`config.mk`:
```
export PLATFORM = sky130hd
export DESIGN_NAME = psrb_ctrl
export DESIGN_NICKNAME = d
export VERILOG_FILES = /design/src/per_source_resequencing_buffer_defines.svh /design/src/psrb_pkg.sv /design/src/psrb_ctrl.sv
export SDC_FILE = /design/constraint.sdc
export NUM_CORES = 1
export LEC_CHECK = 0
export ABC_CLOCK_PERIOD_IN_PS = 1550
export CORE_MARGIN = 3
export CORE_UTILIZATION = 55
export CTS_CLUSTER_DIAMETER = 40
export DETAILED_ROUTE_END_ITERATION = 10
export DONT_BUFFER_PORTS = 1
export GPL_ROUTABILITY_DRIVEN = 0
export HOLD_SLACK_MARGIN = 0.05
export PLACE_DENSITY = 0.73
export RECOVER_POWER = 25
export SLEW_MARGIN = 40
export SYNTH_ARGS = -nofsm -noshare
export SYNTH_HDL_FRONTEND = slang
export SYNTH_SLANG_ARGS = --single-unit
```
`constraint.sdc`:
```
create_clock -name clk -period 1.55 [get_ports clk]
set_clock_uncertainty 0.05 [all_clocks]
set_input_delay 0.0775 -clock clk [delete_from_list [all_inputs] [get_ports clk]]
set_output_delay 0.0775 -clock clk [all_outputs]
set_load 0.05 [all_outputs]
```
`src/per_source_resequencing_buffer_defines.svh`:
```
// ---------------------------------------------------------------------------
// per_source_resequencing_buffer_defines
// Assertion macros used by the resequencing buffer datapath.
// ---------------------------------------------------------------------------
`ifndef PER_SOURCE_RESEQUENCING_BUFFER_DEFINES_SVH
`define PER_SOURCE_RESEQUENCING_BUFFER_DEFINES_SVH

// Same-cycle implication, checked outside reset.
`define PSRB_CHECK(lbl, ante, cons, msg) \
  lbl: assert property (@(posedge clk) disable iff (rst) (ante) |-> (cons)) else $error(msg);

// Next-cycle implication, checked outside reset.
`define PSRB_CHECK_NEXT(lbl, ante, cons, msg) \
  lbl: assert property (@(posedge clk) disable iff (rst) (ante) |=> (cons)) else $error(msg);

`endif

```
`src/psrb_pkg.sv`:
```
// ---------------------------------------------------------------------------
// psrb_pkg
// Types, codes and helpers of the per-source resequencing buffer.
// ---------------------------------------------------------------------------
package psrb_pkg;

  localparam int NUM_SOURCES_DEF      = 8;
  localparam int SLOTS_PER_SOURCE_DEF = 16;
  localparam int HANDLE_BITS_DEF      = 16;
  localparam int TIME_BITS_DEF        = 32;

  typedef enum logic [2:0] {
    OP_ADD    = 3'd0,
    OP_TAKE   = 3'd1,
    OP_NEXT   = 3'd2,
    OP_EXPIRY = 3'd3,
    OP_PURGE  = 3'd4
  } op_t;

  localparam logic [2:0] ST_DONE   = 3'd0;
  localparam logic [2:0] ST_NONE   = 3'd1;
  localparam logic [2:0] ST_DUP    = 3'd2;
  localparam logic [2:0] ST_FULL   = 3'd3;
  localparam logic [2:0] ST_PURGED = 3'd4;

  typedef enum logic [3:0] {
    RES_NONE,
    RES_ADD,
    RES_DUP,
    RES_FULL,
    RES_TAKE,
    RES_REL,
    RES_EXP,
    RES_PEMPTY,
    RES_PITEM
  } res_t;

  typedef enum logic [3:0] {
    S_IDLE,
    S_DISP,
    S_SRC,
    S_SRD,
    S_SEV,
    S_SDONE,
    S_UPRD,
    S_UPWR,
    S_DNRD,
    S_DNWR,
    S_PRD,
    S_PEV,
    S_EMIT
  } state_t;

  typedef struct packed {
    logic load_in;
    logic dispatch;
    logic src_skip;
    logic src_begin;
    logic scan_rd;
    logic scan_ev;
    logic next_eval;
    logic exp_acc;
    logic ins_begin;
    logic shup_rd;
    logic shup_wr;
    logic ins_write;
    logic shdn_begin;
    logic shdn_rd;
    logic shdn_wr;
    logic shdn_end;
    logic purge_rd;
    logic purge_ev;
    logic stage;
    res_t res;
    logic emit;
  } cmd_t;

  typedef struct packed {
    op_t  op;
    logic hit;
    logic hit_empty;
    logic tbl_full;
    logic idx_end;
    logic found;
    logic slots_full;
    logic p_end;
    logic p_empty;
    logic rel;
    logic up_done;
    logic dn_done;
    logic out_free;
    logic res_last;
  } stat_t;

  // a follows b in serial order: (a - b) mod 256 lies in 1..127
  function automatic logic serial_gt(logic [7:0] a, logic [7:0] b);
    logic [7:0] d;
    d = a - b;
    return (d != 8'd0) && !d[7];
  endfunction

endpackage

```
`src/psrb_ctrl.sv`:
```
// ---------------------------------------------------------------------------
// psrb_ctrl
// Sequencer: steps the datapath through lookup, slot scans and shifts.
// ---------------------------------------------------------------------------
module psrb_ctrl import psrb_pkg::*; (
  input  logic  clk,
  input  logic  rst,
  input  logic  in_valid,
  output logic  in_ready,
  input  stat_t st,
  output cmd_t  cmd
);

  state_t state, state_next;

  always_ff @(posedge clk) begin
    if (rst) begin
      state <= S_IDLE;
    end else begin
      state <= state_next;
    end
  end

  always_comb begin
    cmd        = '0;
    state_next = state;
    in_ready   = 1'b0;
    case (state)
      S_IDLE: begin
        in_ready = 1'b1;
        if (in_valid) begin
          cmd.load_in = 1'b1;
          state_next  = S_DISP;
        end
      end
      S_DISP: begin
        cmd.dispatch = 1'b1;
        case (st.op)
          OP_ADD: begin
            if (st.hit || !st.tbl_full) begin
              state_next = S_SRD;
            end else begin
              cmd.stage  = 1'b1;
              cmd.res    = RES_FULL;
              state_next = S_EMIT;
            end
          end
          OP_TAKE: begin
            if (st.hit) begin
              state_next = S_SRD;
            end else begin
              cmd.stage  = 1'b1;
              cmd.res    = RES_NONE;
              state_next = S_EMIT;
            end
          end
          OP_NEXT, OP_EXPIRY: begin
            state_next = S_SRC;
          end
          OP_PURGE: begin
            if (!st.hit) begin
              cmd.stage  = 1'b1;
              cmd.res    = RES_NONE;
              state_next = S_EMIT;
            end else if (st.hit_empty) begin
              cmd.stage  = 1'b1;
              cmd.res    = RES_PEMPTY;
              state_next = S_EMIT;
            end else begin
              state_next = S_PRD;
            end
          end
          default: begin
            cmd.stage  = 1'b1;
            cmd.res    = RES_NONE;
            state_next = S_EMIT;
          end
        endcase
      end
      S_SRC: begin
        if (st.p_end) begin
          cmd.stage  = 1'b1;
          cmd.res    = (st.op == OP_NEXT) ? RES_NONE : RES_EXP;
          state_next = S_EMIT;
        end else if (st.p_empty) begin
          cmd.src_skip = 1'b1;
        end else begin
          cmd.src_begin = 1'b1;
          state_next    = S_SRD;
        end
      end
      S_SRD: begin
        if (st.idx_end) begin
          state_next = S_SDONE;
        end else begin
          cmd.scan_rd = 1'b1;
          state_next  = S_SEV;
        end
      end
      S_SEV: begin
        cmd.scan_ev = 1'b1;
        state_next  = S_SRD;
      end
      S_SDONE: begin
        case (st.op)
          OP_ADD: begin
            if (st.found) begin
              cmd.stage  = 1'b1;
              cmd.res    = RES_DUP;
              state_next = S_EMIT;
            end else if (st.slots_full) begin
              cmd.stage  = 1'b1;
              cmd.res    = RES_FULL;
              state_next = S_EMIT;
            end else begin
              cmd.ins_begin = 1'b1;
              state_next    = S_UPRD;
            end
          end
          OP_TAKE: begin
            if (!st.found) begin
              cmd.stage  = 1'b1;
              cmd.res    = RES_NONE;
              state_next = S_EMIT;
            end else begin
              cmd.shdn_begin = 1'b1;
              state_next     = S_DNRD;
            end
          end
          OP_NEXT: begin
            cmd.next_eval = 1'b1;
            if (st.rel) begin
              cmd.shdn_begin = 1'b1;
              state_next     = S_DNRD;
            end else begin
              cmd.src_skip = 1'b1;
              state_next   = S_SRC;
            end
          end
          default: begin
            cmd.exp_acc  = 1'b1;
            cmd.src_skip = 1'b1;
            state_next   = S_SRC;
          end
        endcase
      end
      S_UPRD: begin
        if (st.up_done) begin
          cmd.ins_write = 1'b1;
          cmd.stage     = 1'b1;
          cmd.res       = RES_ADD;
          state_next    = S_EMIT;
        end else begin
          cmd.shup_rd = 1'b1;
          state_next  = S_UPWR;
        end
      end
      S_UPWR: begin
        cmd.shup_wr = 1'b1;
        state_next  = S_UPRD;
      end
      S_DNRD: begin
        if (st.dn_done) begin
          cmd.shdn_end = 1'b1;
          cmd.stage    = 1'b1;
          cmd.res      = (st.op == OP_TAKE) ? RES_TAKE : RES_REL;
          state_next   = S_EMIT;
        end else begin
          cmd.shdn_rd = 1'b1;
          state_next  = S_DNWR;
        end
      end
      S_DNWR: begin
        cmd.shdn_wr = 1'b1;
        state_next  = S_DNRD;
      end
      S_PRD: begin
        cmd.purge_rd = 1'b1;
        state_next   = S_PEV;
      end
      S_PEV: begin
        cmd.stage    = 1'b1;
        cmd.res      = RES_PITEM;
        cmd.purge_ev = 1'b1;
        state_next   = S_EMIT;
      end
      S_EMIT: begin
        if (st.out_free) begin
          cmd.emit = 1'b1;
          if (st.op == OP_PURGE && !st.res_last) begin
            state_next = S_PRD;
          end else begin
            state_next = S_IDLE;
          end
        end
      end
      default: begin
        state_next = S_IDLE;
      end
    endcase
  end

endmodule

```
==> results of run 1 <==
[stage by stage]
step / TNS [ns] / instances / hold slack [ns]
after global placement: -0.676 / 185 / 0.108
after floorplan: -1.22 / 128 / 0.0966
[Yosys cell counts (3+ instances only)]
cell type,number
nor3_1,10
inv_1,3
nor2_1,23
nand2_1,12
o21ai_0,3
clkbuf_1,5
nand2b_1,4
dfxtp_1,4
a21oi_1,12
nand3b_1,3
nor3b_1,5
[cell families after synthesis]
family	share of synthesized area [%]
compound gates	26.8
buf+inv	8.55
flops	9.95
simple gates	54.7
==> impl_metrics.py, run 1 <==
metrics = {
    "status": {
        "status": "stopped before the end",
        "failing_step": "detailed placement (3_5_place_dp)",
        "error_line": "[ERROR DPL-0038] Utilization greater than 100%, impossible to legalize",
    },
    "logic_synthesis": {
        "postSynthCellCount": 128,
        "async_reset_ff_share_pct": 0,
        "synth_area_um2": 805,
        "ys_types": 47,
        "synth-seq-area-share_pct": 9.95,
        "synth_edf_count": 0,
        "yosysTopAreaCell": "nor2_1",
        "yosys_warnings": 0,
        "synthTopCellsByArea": "nor2_1 (11%), dfxtp_1 (10%), a21oi_1 (7.5%)",
        "ys_seq_elements": 4,
        "synth_top_area_share_pct": 10.7,
        "postSynthAreaPerCell_um2": 6.29,
        "synth-main-ff-cell": "dfxtp_1",
        "synth_nets": 147,
    },
    "die": {
        "start_util_pct": 60.3,
        "dieWidth_um": 44.2,
        "io_pins": 44,
        "die_y_um": 44.2,
        "rows": 13,
    },
    "placement": {
        "placement.io_buffers": 0,
    },
}
==> run 2, diff against run 1 <==
ABC_CLOCK_PERIOD_IN_PS = 2000   (was 1550)
CORE_AREA = 3 3 64 66   (was not set)
CORE_MARGIN = not set   (was 3)
CORE_UTILIZATION = not set   (was 55)
CTS_CLUSTER_DIAMETER = not set   (was 40)
DIE_AREA = 0 0 67 69   (was not set)
HOLD_SLACK_MARGIN = not set   (was 0.05)
PLACE_DENSITY = not set   (was 0.73)
PLACE_DENSITY_LB_ADDON = 0.15   (was not set)
clock period = 2 ns   (was 1.55 ns; I/O delays follow)
==> run 2 against run 1 <==
- synthesized cell count stayed put
- the run now ends clean
- area after synthesis stayed put
==> impl_metrics.py, run 2 <==
metrics = {
    "status": {
        "status": "complete, no violations",
    },
    "sta": {
        "rsz0062_at_grt": "true",
        "setup_viol": 0,
        "period_needed_ns": 2.00,
        "maxSlewViolCount": 0,
        "hold_ws_ns": 0.00982,
        "finalCritPeriodShare_pct": 99.9,
        "worst_slack_ns": 0.00282,
        "tightest_slew_ns": 0.596,
        "fmax_mhz": 501,
        "relSlewSlack_pct": 60.4,
        "finalHoldViolations": 0,
    },
    "logic_synthesis": {
        "synth_area_um2": 805,
        "synth-seq-area-share_pct": 9.95,
        "synthTopCellsByArea": "nor2_1 (11%), dfxtp_1 (10%), a21oi_1 (7.5%)",
        "ys_seq_elements": 4,
        "async_reset_ff_share_pct": 0,
        "synth_nets": 147,
        "yosysTopAreaCell": "nor2_1",
        "yosysMostFrequentCell": "nor2_1",
        "synth_edf_count": 0,
        "synth-main-ff-cell": "dfxtp_1",
        "synthTopCellsByCount": "nor2_1 (23), a21oi_1 (12), nand2_1 (12), nor3_1 (10)",
        "yosys_warnings": 0,
        "ys_types": 47,
        "synth_top_area_share_pct": 10.7,
        "postSynthAreaPerCell_um2": 6.29,
        "postSynthCellCount": 128,
    },
    "flow_run": {
        "max_cap_viol_count": 0,
    },
    "routing": {
        "drt_wl_total_um": 3060,
        "route.detailed.wl_per_inst_um": 14.8,
        "drtAntennaViolNets": 0,
        "remaining_drc_errors": 0,
        "first_pass_iters": 4,
        "num_vias": 1087,
        "post_drt_via_cell_ratio": 5.28,
        "drtIter0Drc": 55,
    },
    "die": {
        "rows": 22,
        "dieArea_um2": 4620,
        "start_util_pct": 22.1,
        "die_y_um": 69,
        "core-area_um2": 3630,
        "io_pins": 44,
        "dieWidth_um": 67,
    },
    "placement": {
        "detailedPlace.worstSlack_ns": 0.158,
        "dp_hpwl_um": 2450,
        "dpl-instance-area_um2": 1140,
        "dp_cells": 198,
        "placement.io_buffers": 0,
    },
    "grt": {
        "antenna_found_initial": 0,
        "grt_use_total_pct": 13.9,
        "grt_max_degree": 16,
        "grt_pass1_vias": 1067,
        "grt_pass1_wl_um": 5210,
        "grt_overflow": 0,
    },
    "cells_and_area": {
        "top_register": "state",
        "nFillCells": 413,
        "layout.nets": 179,
        "stdcell_count": 206,
        "final_common_cell": "buf_4",
        "layout_common_cells": "buf_4 (26), nor2_1 (22), nand2_1 (12), a21oi_1 (12), nor3_1 (6)",
        "diodes": 0,
        "multi_input_area_um2": 718,
        "reg_top3": "state (4)",
        "areaGrowthSynthToFinish_pct": 53.8,
        "stdcell_area_um2": 1240,
        "regArea_um2": 92.6,
        "largest_reg_flops": 4,
        "drive_above_1_share_pct": 34.8,
    },
    "critical_path": {
        "worstReg2RegStart": "state[2]$_SDFFE_PP0P_",
        "critPathKind": "reg2out",
        "reg2reg_depth": 8,
        "cp.arrival_ns": 1.85,
        "critPathLaunchType": "register",
        "critPathMaxFanout": 3,
        "end_kind": "primary output",
        "critPathLaunch": "state[2]$_SDFFE_PP0P_",
        "cp.required_ns": 1.85,
    },
    "cts": {
        "clkLatencyLatePin_ns": 0.21,
        "root_buffer": "clkbuf_8",
        "numClockSinks": 4,
        "htree_num_levels": 1,
        "cts_made_buffers": 3,
        "clockBufferDepth": 2,
        "tritoncts": "yes",
        "clk_pin_slew_ns": 0.03,
    },
    "hold_path": {
        "hp-start": "rst",
        "hold_class": "in2reg",
        "whs_path_depth": 2,
    },
    "power_and_ir_drop": {
        "power-per-cell-area_nw_per_um2": 1290,
        "p_leak_nw": 0.472,
        "power.total_mw": 1.59,
        "ir_worst_vdd_mv": 0.384,
    },
}
## run 2: routing by layer
metal	up-vias	global-route usage, %	routed length, um
met3	6	3.09	218
met5	-	0	0
met2	41	21.1	1480
met1	501	18.6	1290
met4	0	5.86	69
li1	539	-	-
## run 2: critical path, cell delays in order, from the launching register on
cell,delay [ns]
dfxtp_4,0.34
or4b_4,0.57
nor3_4,0.20
a32oi_1,0.07
a21o_1,0.19
o211ai_2,0.09
buf_12,0.16
## run 2: timing repair
action | CTS | global route
hold endpoints to repair | 2 | 0
resized for setup | 7 | 4
endpoints found under the setup margin | 3 | 3
hold buffers | 2 | 0
pin swaps | 3 | 3
buffers inserted | 1 | 2
## run 2: cell families after synthesis
group                  synth area share, %
AO/OA/AOI/OAI                         26.8
AND/OR/NAND/NOR                       54.7
buffers and inverters                 8.55
flip-flops                            9.95
## run 2: report_power, final
group          internal, mW  leakage, nW  switching (mW)
clock network         0.128       0.0216          0.0406
logic                 0.486        0.415           0.763
registers             0.127       0.0353          0.0470
total                 0.741        0.472           0.850
## run 2: path summary, 6_finish.rpt
check	endpoint	slack, ns
setup / recovery	cmd[2]	0.003
hold / removal	state[1]$_SDFFE_PP0P_	0.01
setup reg to reg	state[1]$_SDFFE_PP0P_	0.03
hold reg to reg	state[1]$_SDFFE_PP0P_	0.67
## run 2: final cells by class
cell class              count  share of cell area [%]
multi-input cells         111                    58.0
repair buffers             36                    25.1
flip-flops and latches      4                    7.48
well taps                  48                    4.85
clock buffers               3                    3.34
inverters                   4                    1.21
## run 2: stage by stage
| stage | utilization [%] | setup TNS (ns) |
|---|---|---|
| finish | 34.1 | 0 |
| global placement | 31.3 | 0 |
| CTS | 33.6 | -0.0140 |
| global route | 34.1 | -0.233 |
| floorplan | - | -0.00338 |
| detailed placement | 31.3 | 0 |
Power figures use the tool's default switching activity.
==> run 3, diff against run 2 <==
ABC_CLOCK_PERIOD_IN_PS = 2200   (was 2000)
clock period = 2.2 ns   (was 2 ns; I/O delays follow)
==> run 3 against run 2 <==
- non-clock buffer count down 5
- sequential power grew 12%
- critical path depth is the same
- final cell count is 2.4% lower
==> impl_metrics.py, run 3 (same netlist as run 2, synthesis figures left out) <==
metrics = {
    "status": {
        "status": "complete, no violations",
    },
    "cts": {
        "root_buffer": "clkbuf_8",
        "numClockSinks": 4,
        "clockBufferDepth": 2,
        "cts_made_buffers": 3,
        "clkLatencyLatePin_ns": 0.21,
        "clk_pin_slew_ns": 0.03,
        "tritoncts": "yes",
        "htree_num_levels": 1,
    },
    "cells_and_area": {
        "largest_reg_flops": 4,
        "final_common_cell": "nor2_1",
        "top_register": "state",
        "diodes": 0,
        "drive_above_1_share_pct": 30.7,
        "layout_common_cells": "nor2_1 (22), buf_4 (21), nand2_1 (12), a21oi_1 (12), nor3_1 (6)",
        "stdcell_area_um2": 1160,
        "layout.nets": 174,
        "nFillCells": 408,
        "reg_top3": "state (4)",
        "areaGrowthSynthToFinish_pct": 44.3,
    },
    "grt": {
        "antenna_found_initial": 0,
        "grt_pass1_wl_um": 4790,
        "grt_max_degree": 16,
        "grt_pass1_vias": 999,
        "grt_use_total_pct": 12.7,
        "grt_overflow": 0,
    },
    "die": {
        "core-area_um2": 3630,
        "dieArea_um2": 4620,
        "dieWidth_um": 67,
        "die_y_um": 69,
        "rows": 22,
        "start_util_pct": 22.1,
        "io_pins": 44,
    },
    "placement": {
        "dp_hpwl_um": 2380,
        "dpl-instance-area_um2": 1110,
        "detailedPlace.worstSlack_ns": 0.230,
        "placement.io_buffers": 0,
    },
    "routing": {
        "route.detailed.wl_per_inst_um": 15.0,
        "first_pass_iters": 4,
        "post_drt_via_cell_ratio": 5.26,
        "drtIter0Drc": 51,
        "remaining_drc_errors": 0,
        "num_vias": 1057,
        "drtAntennaViolNets": 0,
        "drt_wl_total_um": 3020,
    },
    "sta": {
        "relSlewSlack_pct": 59.4,
        "setup_viol": 0,
        "maxSlewViolCount": 0,
        "fin_tns_setup_ns": 0,
        "finalHoldViolations": 0,
        "period_needed_ns": 2.08,
        "worst_slack_ns": 0.121,
        "rsz0062_at_grt": "false",
        "hold_ws_ns": 0.0293,
        "tightest_slew_ns": 0.612,
        "finalCritPeriodShare_pct": 94.5,
        "fmax_mhz": 481,
    },
    "power_and_ir_drop": {
        "power.total_mw": 1.35,
        "ir_worst_vdd_mv": 0.350,
        "power-per-cell-area_nw_per_um2": 1160,
        "p_leak_nw": 0.433,
    },
    "flow_run": {
        "max_cap_viol_count": 0,
    },
    "hold_path": {
        "hold_class": "in2reg",
    },
    "critical_path": {
        "critPathMaxStageDelay_ns": 0.58,
        "critPathMaxFanout": 12,
        "end_kind": "primary output",
        "critPathKind": "reg2out",
        "critPathLaunchType": "register",
        "cp_num_buf_inv": 1,
        "cp_slowest_cell": "or4b_4",
        "crit_family": "simple AND/OR/NAND/NOR gates",
        "cp.arrival_ns": 1.92,
        "path_cells": "or4b_4 > nor3_2 > a32oi_1 > a21o_1 > o211ai_2 > buf_4",
        "cp.required_ns": 2.04,
    },
}
==> run 3: routing by layer <==
metal	share of wire, %	GRT usage (%)
met1	45	17.1
met2	47	19.9
met3	6.6	2.61
met4	1.7	4.28
met5	0	0
==> run 3: power by group <==
group | total [mW] | internal, mW | switching (mW) | leakage (nW)
sequential | 0.195 | 0.112 | 0.0833 | 0.0347
combinational | 1.01 | 0.368 | 0.639 | 0.377
clock | 0.150 | 0.116 | 0.0339 | 0.0216
total | 1.35 | 0.596 | 0.756 | 0.433
==> run 3: through the flow <==
stage / utilization (%) / instances
2_1_floorplan: - / 128
3_3_place_gp: 30.5 / 196
3_5_place_dp: 30.5 / 196
4_1_cts: 32.2 / 201
5_1_grt: 32.0 / 201
6_report: 32.0 / 201
==> run 3: final timing paths <==
| path | end | startpoint | cells past startpoint | slack [ns] |
|---|---|---|---|---|
| max | cmd[2] | state[3]$_SDFFE_PP0P_ | 6 | 0.12 |
| min | state[1]$_SDFFE_PP0P_ | rst | 2 | 0.03 |
| max reg2reg | state[1]$_SDFFE_PP0P_ | state[3]$_SDFFE_PP0P_ | 5 | 0.44 |
| min reg2reg | state[3]$_SDFFE_PP0P_ | state[3]$_SDFFE_PP0P_ | 2 | 0.56 |
==> run 3: cell type report <==
type,instances,area (um^2),area share [%]
Sequential cell,4,87.6,7.54
Timing Repair Buffer,31,256,22.1
Inverter,4,15.0,1.29
Clock buffer,3,41.3,3.56
Multi-Input combinational cell,111,701,60.3
Tap cell,48,60.1,5.17
==> run 3: worst register-to-register path, stage by stage (launching register included) <==
cell and delay, ns:
dfxtp_2 0.43, nand2b_2 0.21, o22a_1 0.15, o22ai_1 0.10, or4_1 0.53, o21a_1 0.18
==> run 3: timing repair <==
item,4_1_cts,5_1_grt
hold buffers,2,0
hold endpoints to repair,2,0
setup buffers,0,0
endpoints found under the setup margin,1,3
resized for setup,1,5
